**config.mk**
```make
export PLATFORM = sky130hd
export DESIGN_NAME = window_fill_byte_streamer_top
export DESIGN_NICKNAME = d
export VERILOG_FILES = /design/src/rtl/core/wfbs_pkg.sv /design/src/rtl/core/wfbs_front.sv /design/src/rtl/core/wfbs_queue.sv /design/src/rtl/core/wfbs_back.sv /design/src/rtl/core/window_fill_byte_streamer_top.sv
export SDC_FILE = /design/constraint.sdc
export NUM_CORES = 1
export LEC_CHECK = 0
export ABC_AREA = 1
export BUFFER_PORTS_ARGS = -buffer_cell sky130_fd_sc_hd__buf_2
export CAP_MARGIN = 20
export CORE_ASPECT_RATIO = 1.5
export CORE_MARGIN = 5
export CORE_UTILIZATION = 30
export DETAILED_ROUTE_END_ITERATION = 7
export MAX_ROUTING_LAYER = met4
export SYNTH_ARGS = -nofsm -noshare
export SYNTH_HDL_FRONTEND = slang
export SYNTH_SLANG_ARGS = --single-unit
```
**constraint.sdc**
```tcl
create_clock -name clk_i -period 5.4 [get_ports clk_i]
set_input_delay 1.08 -clock clk_i [delete_from_list [all_inputs] [get_ports clk_i]]
set_output_delay 1.08 -clock clk_i [all_outputs]
set_load 0.05 [all_outputs]
```
**src/rtl/core/wfbs_pkg.sv**
```systemverilog
`default_nettype none
// ----------------------------------------------------------------------------
// Window fill byte streamer package
// Shared queue entry type, panel command bytes, header phase codes and the
// window byte selector.
// ----------------------------------------------------------------------------
package wfbs_pkg;

  localparam int unsigned QDepth = 4;
  localparam int unsigned QPtrW  = $clog2(QDepth);

  localparam logic [7:0] CMD_COLUMN   = 8'h2A;
  localparam logic [7:0] CMD_ROW      = 8'h2B;
  localparam logic [7:0] CMD_MEMWRITE = 8'h2C;
  localparam logic [7:0] BYTE_MASK    = 8'hFF;

  localparam logic [3:0] PH_COL_CMD   = 4'd0;
  localparam logic [3:0] PH_COL_FIRST = 4'd1;
  localparam logic [3:0] PH_COL_LAST  = 4'd4;
  localparam logic [3:0] PH_ROW_CMD   = 4'd5;
  localparam logic [3:0] PH_ROW_FIRST = 4'd6;
  localparam logic [3:0] PH_ROW_LAST  = 4'd9;
  localparam logic [3:0] PH_MEM_CMD   = 4'd10;
  localparam logic [3:0] PH_PIXELS    = 4'd11;

  localparam logic [1:0] WB_START_HI = 2'd0;
  localparam logic [1:0] WB_START_LO = 2'd1;
  localparam logic [1:0] WB_END_HI   = 2'd2;
  localparam logic [1:0] WB_END_LO   = 2'd3;

  typedef struct packed {
    logic        is_tick;
    logic [15:0] x;
    logic [15:0] y;
    logic [15:0] w;
    logic [15:0] h;
    logic [15:0] color;
  } entry_t;

  function automatic logic [7:0] win_byte(input logic [15:0] start_v,
                                          input logic [15:0] end_v,
                                          input logic [1:0]  idx);
    logic [7:0] b;
    begin
      case (idx)
        WB_START_HI: b = start_v[15:8] & BYTE_MASK;
        WB_START_LO: b = start_v[7:0] & BYTE_MASK;
        WB_END_HI:   b = end_v[15:8] & BYTE_MASK;
        default:     b = end_v[7:0] & BYTE_MASK;
      endcase
      return b;
    end
  endfunction

endpackage
`default_nettype wire

```
**src/rtl/core/wfbs_front.sv**
```systemverilog
`default_nettype none
// ----------------------------------------------------------------------------
// Window fill byte streamer front end
// Accepts input beats, drops off-panel and empty requests, clips the size of
// remaining requests to the panel edge and pushes them and ticks to the queue.
// ----------------------------------------------------------------------------
module wfbs_front #(
  parameter int unsigned PANEL_WIDTH  = 240,
  parameter int unsigned PANEL_HEIGHT = 240
) (
  input  wire logic             in_valid_i,
  output logic                  in_stall_o,
  input  wire logic             op_i,
  input  wire logic [15:0]      rect_x_i,
  input  wire logic [15:0]      rect_y_i,
  input  wire logic [15:0]      rect_w_i,
  input  wire logic [15:0]      rect_h_i,
  input  wire logic [15:0]      fill_color_i,
  input  wire logic             q_full_i,
  output logic                  push_o,
  output wfbs_pkg::entry_t      entry_o
);

  localparam logic [16:0] PanelW17 = 17'(PANEL_WIDTH);
  localparam logic [16:0] PanelH17 = 17'(PANEL_HEIGHT);
  localparam logic [15:0] PanelW16 = 16'(PANEL_WIDTH);
  localparam logic [15:0] PanelH16 = 16'(PANEL_HEIGHT);

  logic [16:0] x_sum;
  logic [16:0] y_sum;
  logic [15:0] w_clip;
  logic [15:0] h_clip;
  logic        on_panel;
  logic        req_ok;

  assign x_sum    = {1'b0, rect_x_i} + {1'b0, rect_w_i};
  assign y_sum    = {1'b0, rect_y_i} + {1'b0, rect_h_i};
  assign w_clip   = (x_sum > PanelW17) ? (PanelW16 - rect_x_i) : rect_w_i;
  assign h_clip   = (y_sum > PanelH17) ? (PanelH16 - rect_y_i) : rect_h_i;
  assign on_panel = (rect_x_i < PanelW16) && (rect_y_i < PanelH16);
  assign req_ok   = on_panel && (w_clip != '0) && (h_clip != '0);

  assign in_stall_o = q_full_i;
  assign push_o     = in_valid_i && !q_full_i && (op_i || req_ok);

  always_comb begin
    entry_o.is_tick = op_i;
    entry_o.x       = rect_x_i;
    entry_o.y       = rect_y_i;
    entry_o.w       = w_clip;
    entry_o.h       = h_clip;
    entry_o.color   = fill_color_i;
  end

endmodule
`default_nettype wire

```
**src/rtl/core/wfbs_queue.sv**
```systemverilog
`default_nettype none
// ----------------------------------------------------------------------------
// Window fill byte streamer queue
// Short first-in first-out buffer between the front end and the sequencer.
// ----------------------------------------------------------------------------
module wfbs_queue (
  input  wire logic             clk_i,
  input  wire logic             rst_ni,
  input  wire logic             push_i,
  input  wfbs_pkg::entry_t      push_entry_i,
  output logic                  full_o,
  input  wire logic             pop_i,
  output logic                  head_valid_o,
  output wfbs_pkg::entry_t      head_o
);

  localparam int unsigned CntW = wfbs_pkg::QPtrW + 1;

  wfbs_pkg::entry_t mem_q [wfbs_pkg::QDepth];

  logic [wfbs_pkg::QPtrW-1:0] wr_ptr_q;
  logic [wfbs_pkg::QPtrW-1:0] rd_ptr_q;
  logic [CntW-1:0]            count_q;
  logic                       do_push;
  logic                       do_pop;

  assign full_o       = (count_q == CntW'(wfbs_pkg::QDepth));
  assign head_valid_o = (count_q != '0);
  assign head_o       = mem_q[rd_ptr_q];
  assign do_push      = push_i && !full_o;
  assign do_pop       = pop_i && head_valid_o;

  always_ff @(posedge clk_i) begin
    if (do_push) begin
      mem_q[wr_ptr_q] <= push_entry_i;
    end
  end

  always_ff @(posedge clk_i or negedge rst_ni) begin
    if (!rst_ni) begin
      wr_ptr_q <= '0;
      rd_ptr_q <= '0;
      count_q  <= '0;
    end else begin
      if (do_push) begin
        wr_ptr_q <= wr_ptr_q + 1'b1;
      end
      if (do_pop) begin
        rd_ptr_q <= rd_ptr_q + 1'b1;
      end
      if (do_push && !do_pop) begin
        count_q <= count_q + 1'b1;
      end else if (do_pop && !do_push) begin
        count_q <= count_q - 1'b1;
      end
    end
  end

endmodule
`default_nettype wire

```
**src/rtl/core/wfbs_back.sv**
```systemverilog
`default_nettype none
// ----------------------------------------------------------------------------
// Window fill byte streamer sequencer
// Takes queued requests and ticks in order, holds the fill state and sends
// one tagged byte per tick during a fill through a registered output stage.
// ----------------------------------------------------------------------------
module wfbs_back #(
  parameter int unsigned PANEL_WIDTH  = 240,
  parameter int unsigned PANEL_HEIGHT = 240
) (
  input  wire logic             clk_i,
  input  wire logic             rst_ni,
  input  wire logic             head_valid_i,
  input  wfbs_pkg::entry_t      head_i,
  output logic                  pop_o,
  output logic                  out_valid_o,
  input  wire logic             out_stall_i,
  output logic [7:0]            spi_byte_o,
  output logic                  is_data_o,
  output logic                  release_select_o,
  output logic                  fill_done_o
);

  localparam int unsigned CW  = $clog2(PANEL_WIDTH + 1);
  localparam int unsigned CH  = $clog2(PANEL_HEIGHT + 1);
  localparam int unsigned PLW = CW + CH;

  logic            busy_q,     busy_d;
  logic [3:0]      phase_q,    phase_d;
  logic [15:0]     xs_q,       xs_d;
  logic [15:0]     xe_q,       xe_d;
  logic [15:0]     ys_q,       ys_d;
  logic [15:0]     ye_q,       ye_d;
  logic [15:0]     color_q,    color_d;
  logic [PLW-1:0]  pix_q,      pix_d;
  logic            low_q,      low_d;
  logic            ovalid_q,   ovalid_d;
  logic [7:0]      obyte_q,    obyte_d;
  logic            odata_q,    odata_d;
  logic            orel_q,     orel_d;
  logic            odone_q,    odone_d;

  logic            out_free;
  logic            emit;
  logic [PLW-1:0]  pix_dec;

  assign out_free = !ovalid_q || !out_stall_i;
  assign emit     = head_valid_i && head_i.is_tick && busy_q && out_free;
  assign pop_o    = head_valid_i && (!(head_i.is_tick && busy_q) || out_free);
  assign pix_dec  = (pix_q != '0) ? (pix_q - PLW'(1)) : pix_q;

  always_comb begin
    busy_d   = busy_q;
    phase_d  = phase_q;
    xs_d     = xs_q;
    xe_d     = xe_q;
    ys_d     = ys_q;
    ye_d     = ye_q;
    color_d  = color_q;
    pix_d    = pix_q;
    low_d    = low_q;
    obyte_d  = obyte_q;
    odata_d  = odata_q;
    orel_d   = orel_q;
    odone_d  = odone_q;
    ovalid_d = out_stall_i ? ovalid_q : 1'b0;

    if (head_valid_i && !head_i.is_tick && !busy_q) begin
      xs_d    = head_i.x;
      xe_d    = 16'(head_i.x + head_i.w - 16'd1);
      ys_d    = head_i.y;
      ye_d    = 16'(head_i.y + head_i.h - 16'd1);
      color_d = head_i.color;
      pix_d   = PLW'(head_i.w[CW-1:0]) * PLW'(head_i.h[CH-1:0]);
      low_d   = 1'b0;
      phase_d = wfbs_pkg::PH_COL_CMD;
      busy_d  = 1'b1;
    end

    if (emit) begin
      ovalid_d = 1'b1;
      obyte_d  = '0;
      odata_d  = 1'b0;
      orel_d   = 1'b0;
      odone_d  = 1'b0;
      if (phase_q == wfbs_pkg::PH_COL_CMD) begin
        obyte_d = wfbs_pkg::CMD_COLUMN;
        orel_d  = 1'b1;
        phase_d = wfbs_pkg::PH_COL_FIRST;
      end else if (phase_q <= wfbs_pkg::PH_COL_LAST) begin
        obyte_d = wfbs_pkg::win_byte(xs_q, xe_q, 2'(phase_q - wfbs_pkg::PH_COL_FIRST));
        odata_d = 1'b1;
        orel_d  = (phase_q == wfbs_pkg::PH_COL_LAST);
        phase_d = phase_q + 4'd1;
      end else if (phase_q == wfbs_pkg::PH_ROW_CMD) begin
        obyte_d = wfbs_pkg::CMD_ROW;
        orel_d  = 1'b1;
        phase_d = wfbs_pkg::PH_ROW_FIRST;
      end else if (phase_q <= wfbs_pkg::PH_ROW_LAST) begin
        obyte_d = wfbs_pkg::win_byte(ys_q, ye_q, 2'(phase_q - wfbs_pkg::PH_ROW_FIRST));
        odata_d = 1'b1;
        orel_d  = (phase_q == wfbs_pkg::PH_ROW_LAST);
        phase_d = phase_q + 4'd1;
      end else if (phase_q == wfbs_pkg::PH_MEM_CMD) begin
        obyte_d = wfbs_pkg::CMD_MEMWRITE;
        orel_d  = 1'b1;
        phase_d = wfbs_pkg::PH_PIXELS;
      end else begin
        odata_d = 1'b1;
        if (!low_q) begin
          obyte_d = color_q[15:8];
          low_d   = 1'b1;
        end else begin
          obyte_d = color_q[7:0];
          low_d   = 1'b0;
          pix_d   = pix_dec;
          if (pix_dec == '0) begin
            orel_d  = 1'b1;
            odone_d = 1'b1;
            busy_d  = 1'b0;
            phase_d = wfbs_pkg::PH_COL_CMD;
          end
        end
      end
    end
  end

  always_ff @(posedge clk_i or negedge rst_ni) begin
    if (!rst_ni) begin
      busy_q   <= 1'b0;
      phase_q  <= wfbs_pkg::PH_COL_CMD;
      pix_q    <= '0;
      low_q    <= 1'b0;
      ovalid_q <= 1'b0;
    end else begin
      busy_q   <= busy_d;
      phase_q  <= phase_d;
      pix_q    <= pix_d;
      low_q    <= low_d;
      ovalid_q <= ovalid_d;
    end
  end

  always_ff @(posedge clk_i) begin
    xs_q    <= xs_d;
    xe_q    <= xe_d;
    ys_q    <= ys_d;
    ye_q    <= ye_d;
    color_q <= color_d;
    obyte_q <= obyte_d;
    odata_q <= odata_d;
    orel_q  <= orel_d;
    odone_q <= odone_d;
  end

  assign out_valid_o      = ovalid_q;
  assign spi_byte_o       = obyte_q;
  assign is_data_o        = odata_q;
  assign release_select_o = orel_q;
  assign fill_done_o      = odone_q;

endmodule
`default_nettype wire

```
**src/rtl/core/window_fill_byte_streamer_top.sv**
```systemverilog
`default_nettype none
// ----------------------------------------------------------------------------
// Window fill byte streamer
// Streams the address window header and pixel bytes of a rectangle fill.
// ----------------------------------------------------------------------------
// Input channel: in_valid_i / in_stall_o. A beat with op_i low is a fill
// request (rect_x_i, rect_y_i, rect_w_i, rect_h_i, fill_color_i); a beat with
// op_i high is a tick that sends one byte in a fill. Requests that start off
// the panel, have zero size, or arrive while a fill runs give no output beat.
// Output channel: out_valid_o / out_stall_i, carrying spi_byte_o with its
// command/data, chip-select release and end-of-fill tags.
// A tick during a fill sends its byte through the output register once that
// register is free. One beat per cycle is sustained in both directions while
// the output is not stalled; the sequencer emits at most one byte per cycle.
// The front end and the sequencer are separated by a four-entry queue, so
// input beats keep being taken while the output is stalled until the queue
// fills; then in_stall_o rises. A stalled output beat holds its value.
// Reset clears the queue, the fill state and the output register.
// ----------------------------------------------------------------------------
module window_fill_byte_streamer_top #(
  parameter int unsigned PANEL_WIDTH  = 240,
  parameter int unsigned PANEL_HEIGHT = 240
) (
  input  wire logic        clk_i,
  input  wire logic        rst_ni,
  input  wire logic        in_valid_i,
  output logic             in_stall_o,
  input  wire logic        op_i,
  input  wire logic [15:0] rect_x_i,
  input  wire logic [15:0] rect_y_i,
  input  wire logic [15:0] rect_w_i,
  input  wire logic [15:0] rect_h_i,
  input  wire logic [15:0] fill_color_i,
  output logic             out_valid_o,
  input  wire logic        out_stall_i,
  output logic [7:0]       spi_byte_o,
  output logic             is_data_o,
  output logic             release_select_o,
  output logic             fill_done_o
);

  logic             push;
  logic             q_full;
  logic             pop;
  logic             head_valid;
  wfbs_pkg::entry_t push_entry;
  wfbs_pkg::entry_t head;

  wfbs_front #(
    .PANEL_WIDTH  (PANEL_WIDTH),
    .PANEL_HEIGHT (PANEL_HEIGHT)
  ) u_front (
    .in_valid_i   (in_valid_i),
    .in_stall_o   (in_stall_o),
    .op_i         (op_i),
    .rect_x_i     (rect_x_i),
    .rect_y_i     (rect_y_i),
    .rect_w_i     (rect_w_i),
    .rect_h_i     (rect_h_i),
    .fill_color_i (fill_color_i),
    .q_full_i     (q_full),
    .push_o       (push),
    .entry_o      (push_entry)
  );

  wfbs_queue u_queue (
    .clk_i        (clk_i),
    .rst_ni       (rst_ni),
    .push_i       (push),
    .push_entry_i (push_entry),
    .full_o       (q_full),
    .pop_i        (pop),
    .head_valid_o (head_valid),
    .head_o       (head)
  );

  wfbs_back #(
    .PANEL_WIDTH  (PANEL_WIDTH),
    .PANEL_HEIGHT (PANEL_HEIGHT)
  ) u_back (
    .clk_i            (clk_i),
    .rst_ni           (rst_ni),
    .head_valid_i     (head_valid),
    .head_i           (head),
    .pop_o            (pop),
    .out_valid_o      (out_valid_o),
    .out_stall_i      (out_stall_i),
    .spi_byte_o       (spi_byte_o),
    .is_data_o        (is_data_o),
    .release_select_o (release_select_o),
    .fill_done_o      (fill_done_o)
  );

endmodule
`default_nettype wire

```
==> flow_metrics.tcl <==
set metrics [dict create \
    die_x_um 244 \
    outcome "finished, final reports clean" \
    synthTopCellsByArea "edfxtp_1 50%, nand2_1 9.3%, ha_1 7.1%, inv_1 4.6%, nor2_1 3.5%" \
    clk_pin_slew_ns 0.07 \
    vias_per_cell 4.71 \
    grt_pass1_wl_mm 99.5 \
    drcViolationCount 0 \
    grt.total_usage_pct 14.6 \
    fin_area_mm2 0.0292 \
    finClkSkew_ns 0.0280 \
    instances_no_fill 3834 \
    hold_viol 0 \
    worst_pin_slew_ns 1.08 \
    layout_min_cycle_time_ns 5.18 \
    final-setup-viol-count 0 \
    max_freq_mhz 193 \
    synth_edf_count 415 \
    clock-sinks 445 \
    post_synth.cell_area_avg_um2 9.71 \
    cts_max_level 2 \
    fp-row-count 129 \
    ys_seq_area_share_pct 53.5 \
    ios 98 \
    routedWlPerCell_um 16.8 \
    fin_nets 3022 \
    fp.dieArea_mm2 0.0883 \
    synth_largest_area_cell "edfxtp_1" \
    place_inst 3755 \
    synth_cell_type_count 52 \
    setup_tns_ns 0 \
    start_util_pct 30.1 \
    core_area_mm2 0.0822 \
    synth_ff_type "edfxtp_1" \
    grt_pass1_vias 18000 \
    hold_class "flip-flop to flip-flop" \
    rsz0062_at_grt "true" \
    dpl_cell_area_mm2 0.0276 \
    ant_nets 0 \
    netlist.area_leader.share_pct 50.4 \
    totalWireLength_mm 64.4 \
    die_h_um 361 \
    via_count 18000 \
    yosysWarnings 0 \
    antenna_found_initial 1 \
    relSlewSlack_pct 27.3 \
    io_buffers 97 \
    register_area_mm2 0.0132 \
    firstDrtPassIters 5 \
    worstPathMaxFanout 26 \
    synthesis.nets 2811 \
    synth_area_mm2 0.0247 \
    synth_cells 2545 \
    cts_tree "yes" \
    cts_buffer_depth 3 \
    worst-setup-path-type "flip-flop to flip-flop" \
    final_util_pct 35.5 \
    syn_to_final_growth_pct 18.2 \
    start_kind "flip-flop" \
    grt.overflow.total 0 \
    clk_latency_ns 0.57 \
    crit_required_ns 5.83 \
    finalMaxSlewViolations 0 \
    drv_cap 0 \
    fin_crit_sh_pct 95.9 \
    cts-root-buf "clkbuf_16" \
    end_kind "flip-flop" \
    cts_buffers 39 \
    post_route_cells_drive_above_1_share_pct 15.1 \
    grt_start_max_net_pins 49 \
    cts_hold_buf 0 \
    cp.arrival_ns 5.61 \
    gp_congestion 0.930 \
    n_fill_cell 8180 \
    place_hpwl_mm 49.3 \
    ys_ff_latch 445 \
    multi_input_area_mm2 0.0101 \
    drtIter0Drc 1004 \
    ys_async_sr_fraction_pct 6.74 \
]
-- path summary, 6_finish.rpt --
| check | to | slack [ns] | from | cells after the start |
|---|---|---|---|---|
| max in group asynchronous | u_queue.rd_ptr_q[0]$_DFFE_PN0P_ | 4.19 | rst_ni | 1 |
| worst min-delay path | u_queue.wr_ptr_q[0]$_DFFE_PN0P_ | 0.54 | u_queue.wr_ptr_q[0]$_DFFE_PN0P_ | 2 |
| min in group asynchronous | u_back.pix_q[9]$_DFF_PN0_ | 0.59 | rst_ni | 1 |
| worst max-delay path | u_back.pix_q[14]$_DFF_PN0_ | 0.22 | u_queue.rd_ptr_q[0]$_DFFE_PN0P_ | 27 |
| worst max register to register | u_back.pix_q[14]$_DFF_PN0_ | 0.22 | u_queue.rd_ptr_q[0]$_DFFE_PN0P_ | 27 |
| worst min register to register | u_queue.wr_ptr_q[0]$_DFFE_PN0P_ | 0.54 | u_queue.wr_ptr_q[0]$_DFFE_PN0P_ | 2 |
-- cell type report --
cell class	instances	share of cell area (%)
diodes	1	0.00857
clock buffers	44	3.48
clock inverters	26	1.23
inverters	335	4.36
multi-input cells	1685	34.5
flip-flops and latches	445	45.3
well taps	1048	4.49
repair buffers	250	6.68
-- cells in the mapped netlist (23+ instances only) --
library cell,n
o21ai_0,85
a21oi_1,147
nand2_2,25
nor2_1,232
xor2_1,52
dfrtp_1,30
ha_1,140
xnor2_1,23
fa_1,41
edfxtp_1,415
nand3_1,126
clkbuf_1,68
nand2_1,615
inv_1,306
a32oi_1,41
-- stage by stage --
stage	hold slack (ns)	setup slack (ns)
floorplan	0.501	-0.580
global placement	0.529	0.0727
detailed placement	0.533	-0.00629
CTS	0.550	0.0104
global route	0.566	-0.0690
finish	0.545	0.221
-- per-layer routing --
metal / track usage [%] / vias to the layer above / share of wire, %
met5: - / - / 0
met4: 5.68 / 0 / 3.9
met3: 1.20 / 103 / 2.6
met2: 27.5 / 321 / 54
met1: 15.8 / 8586 / 39
li1: - / 9037 / -
-- what timing repair did --
item                       CTS  global route
pin swaps                    0             7
cloned                       0             1
setup endpoints to repair    1             4
gates resized for setup      2            36
buffers inserted             0             7
-- registers in the layout, summed over array words and instances (netlist names) --
signal / cells
u_queue.wr_ptr_q: 2
u_back.out_valid_o: 1
u_back.pix_q: 16
u_back.release_select_o: 1
u_back.spi_byte_o: 8
u_back.ye_q: 16
u_back.ys_q: 16
u_queue.rd_ptr_q: 2
u_back.low_q: 1
u_back.color_q: 16
u_back.phase_q: 4
u_back.is_data_o: 1
u_queue.mem_q: 324
u_back.xs_q: 16
u_back.xe_q: 16
u_queue.count_q: 3
u_back.fill_done_o: 1
u_back.busy_q: 1
-- cells by family after synthesis --
family,Yosys count,synth area share [%]
XOR/XNOR,75,2.66
AND/OR/NAND/NOR,1070,18.1
AO/OA/AOI/OAI,356,8.78
multiplexers,3,0.127
adder cells (fa/ha/maj),181,10.4
buffers and inverters,415,6.42
flip-flops,445,53.5
-- cell usage in the layout (no fill, tap or decap), drive strengths merged, types with 4 or more instances in the layout --
master	synthesis	final
o22ai	20	20
o21ai	89	89
nand3	129	129
buf	12	249
bufinv	0	8
clkinv	13	22
a32oi	41	41
fa	41	41
dfrtp	30	30
a32o	22	22
edfxtp	415	415
clkbuf	68	45
inv	322	328
xnor2	23	23
a211oi	4	4
ha	140	140
nor3	19	19
nand4	17	17
nor2	243	243
nand3b	4	4
or2	5	5
nand2	644	644
a21oi	150	150
a31oi	7	7
xor2	52	52
nor4	6	6
o211ai	6	6
a31o	4	4
-- critical path, cell delays in order, from the launching register on --
cell and delay (ns):
dfrtp_4 0.53, buf_12 0.18, a21oi_1 0.13, a32o_2 0.26, nor2_1 0.09, fa_1 0.54
inv_1 0.05, fa_1 0.47, inv_1 0.05, fa_1 0.52, inv_1 0.05, fa_1 0.52
inv_1 0.04, ha_1 0.31, buf_4 0.15, nand2_1 0.07, nand2_1 0.05, nand2_1 0.06
nand2_1 0.07, a21oi_2 0.17, o21ai_1 0.11, nand2_1 0.07, nand2_1 0.04, nand2_1 0.05
nand2_1 0.05, xor2_1 0.13, o21ai_0 0.13, o21ai_1 0.10
Power is left out: the tool's default activity adds up to more than one toggle a clock period on the data nets, which glitch-free logic cannot reach.
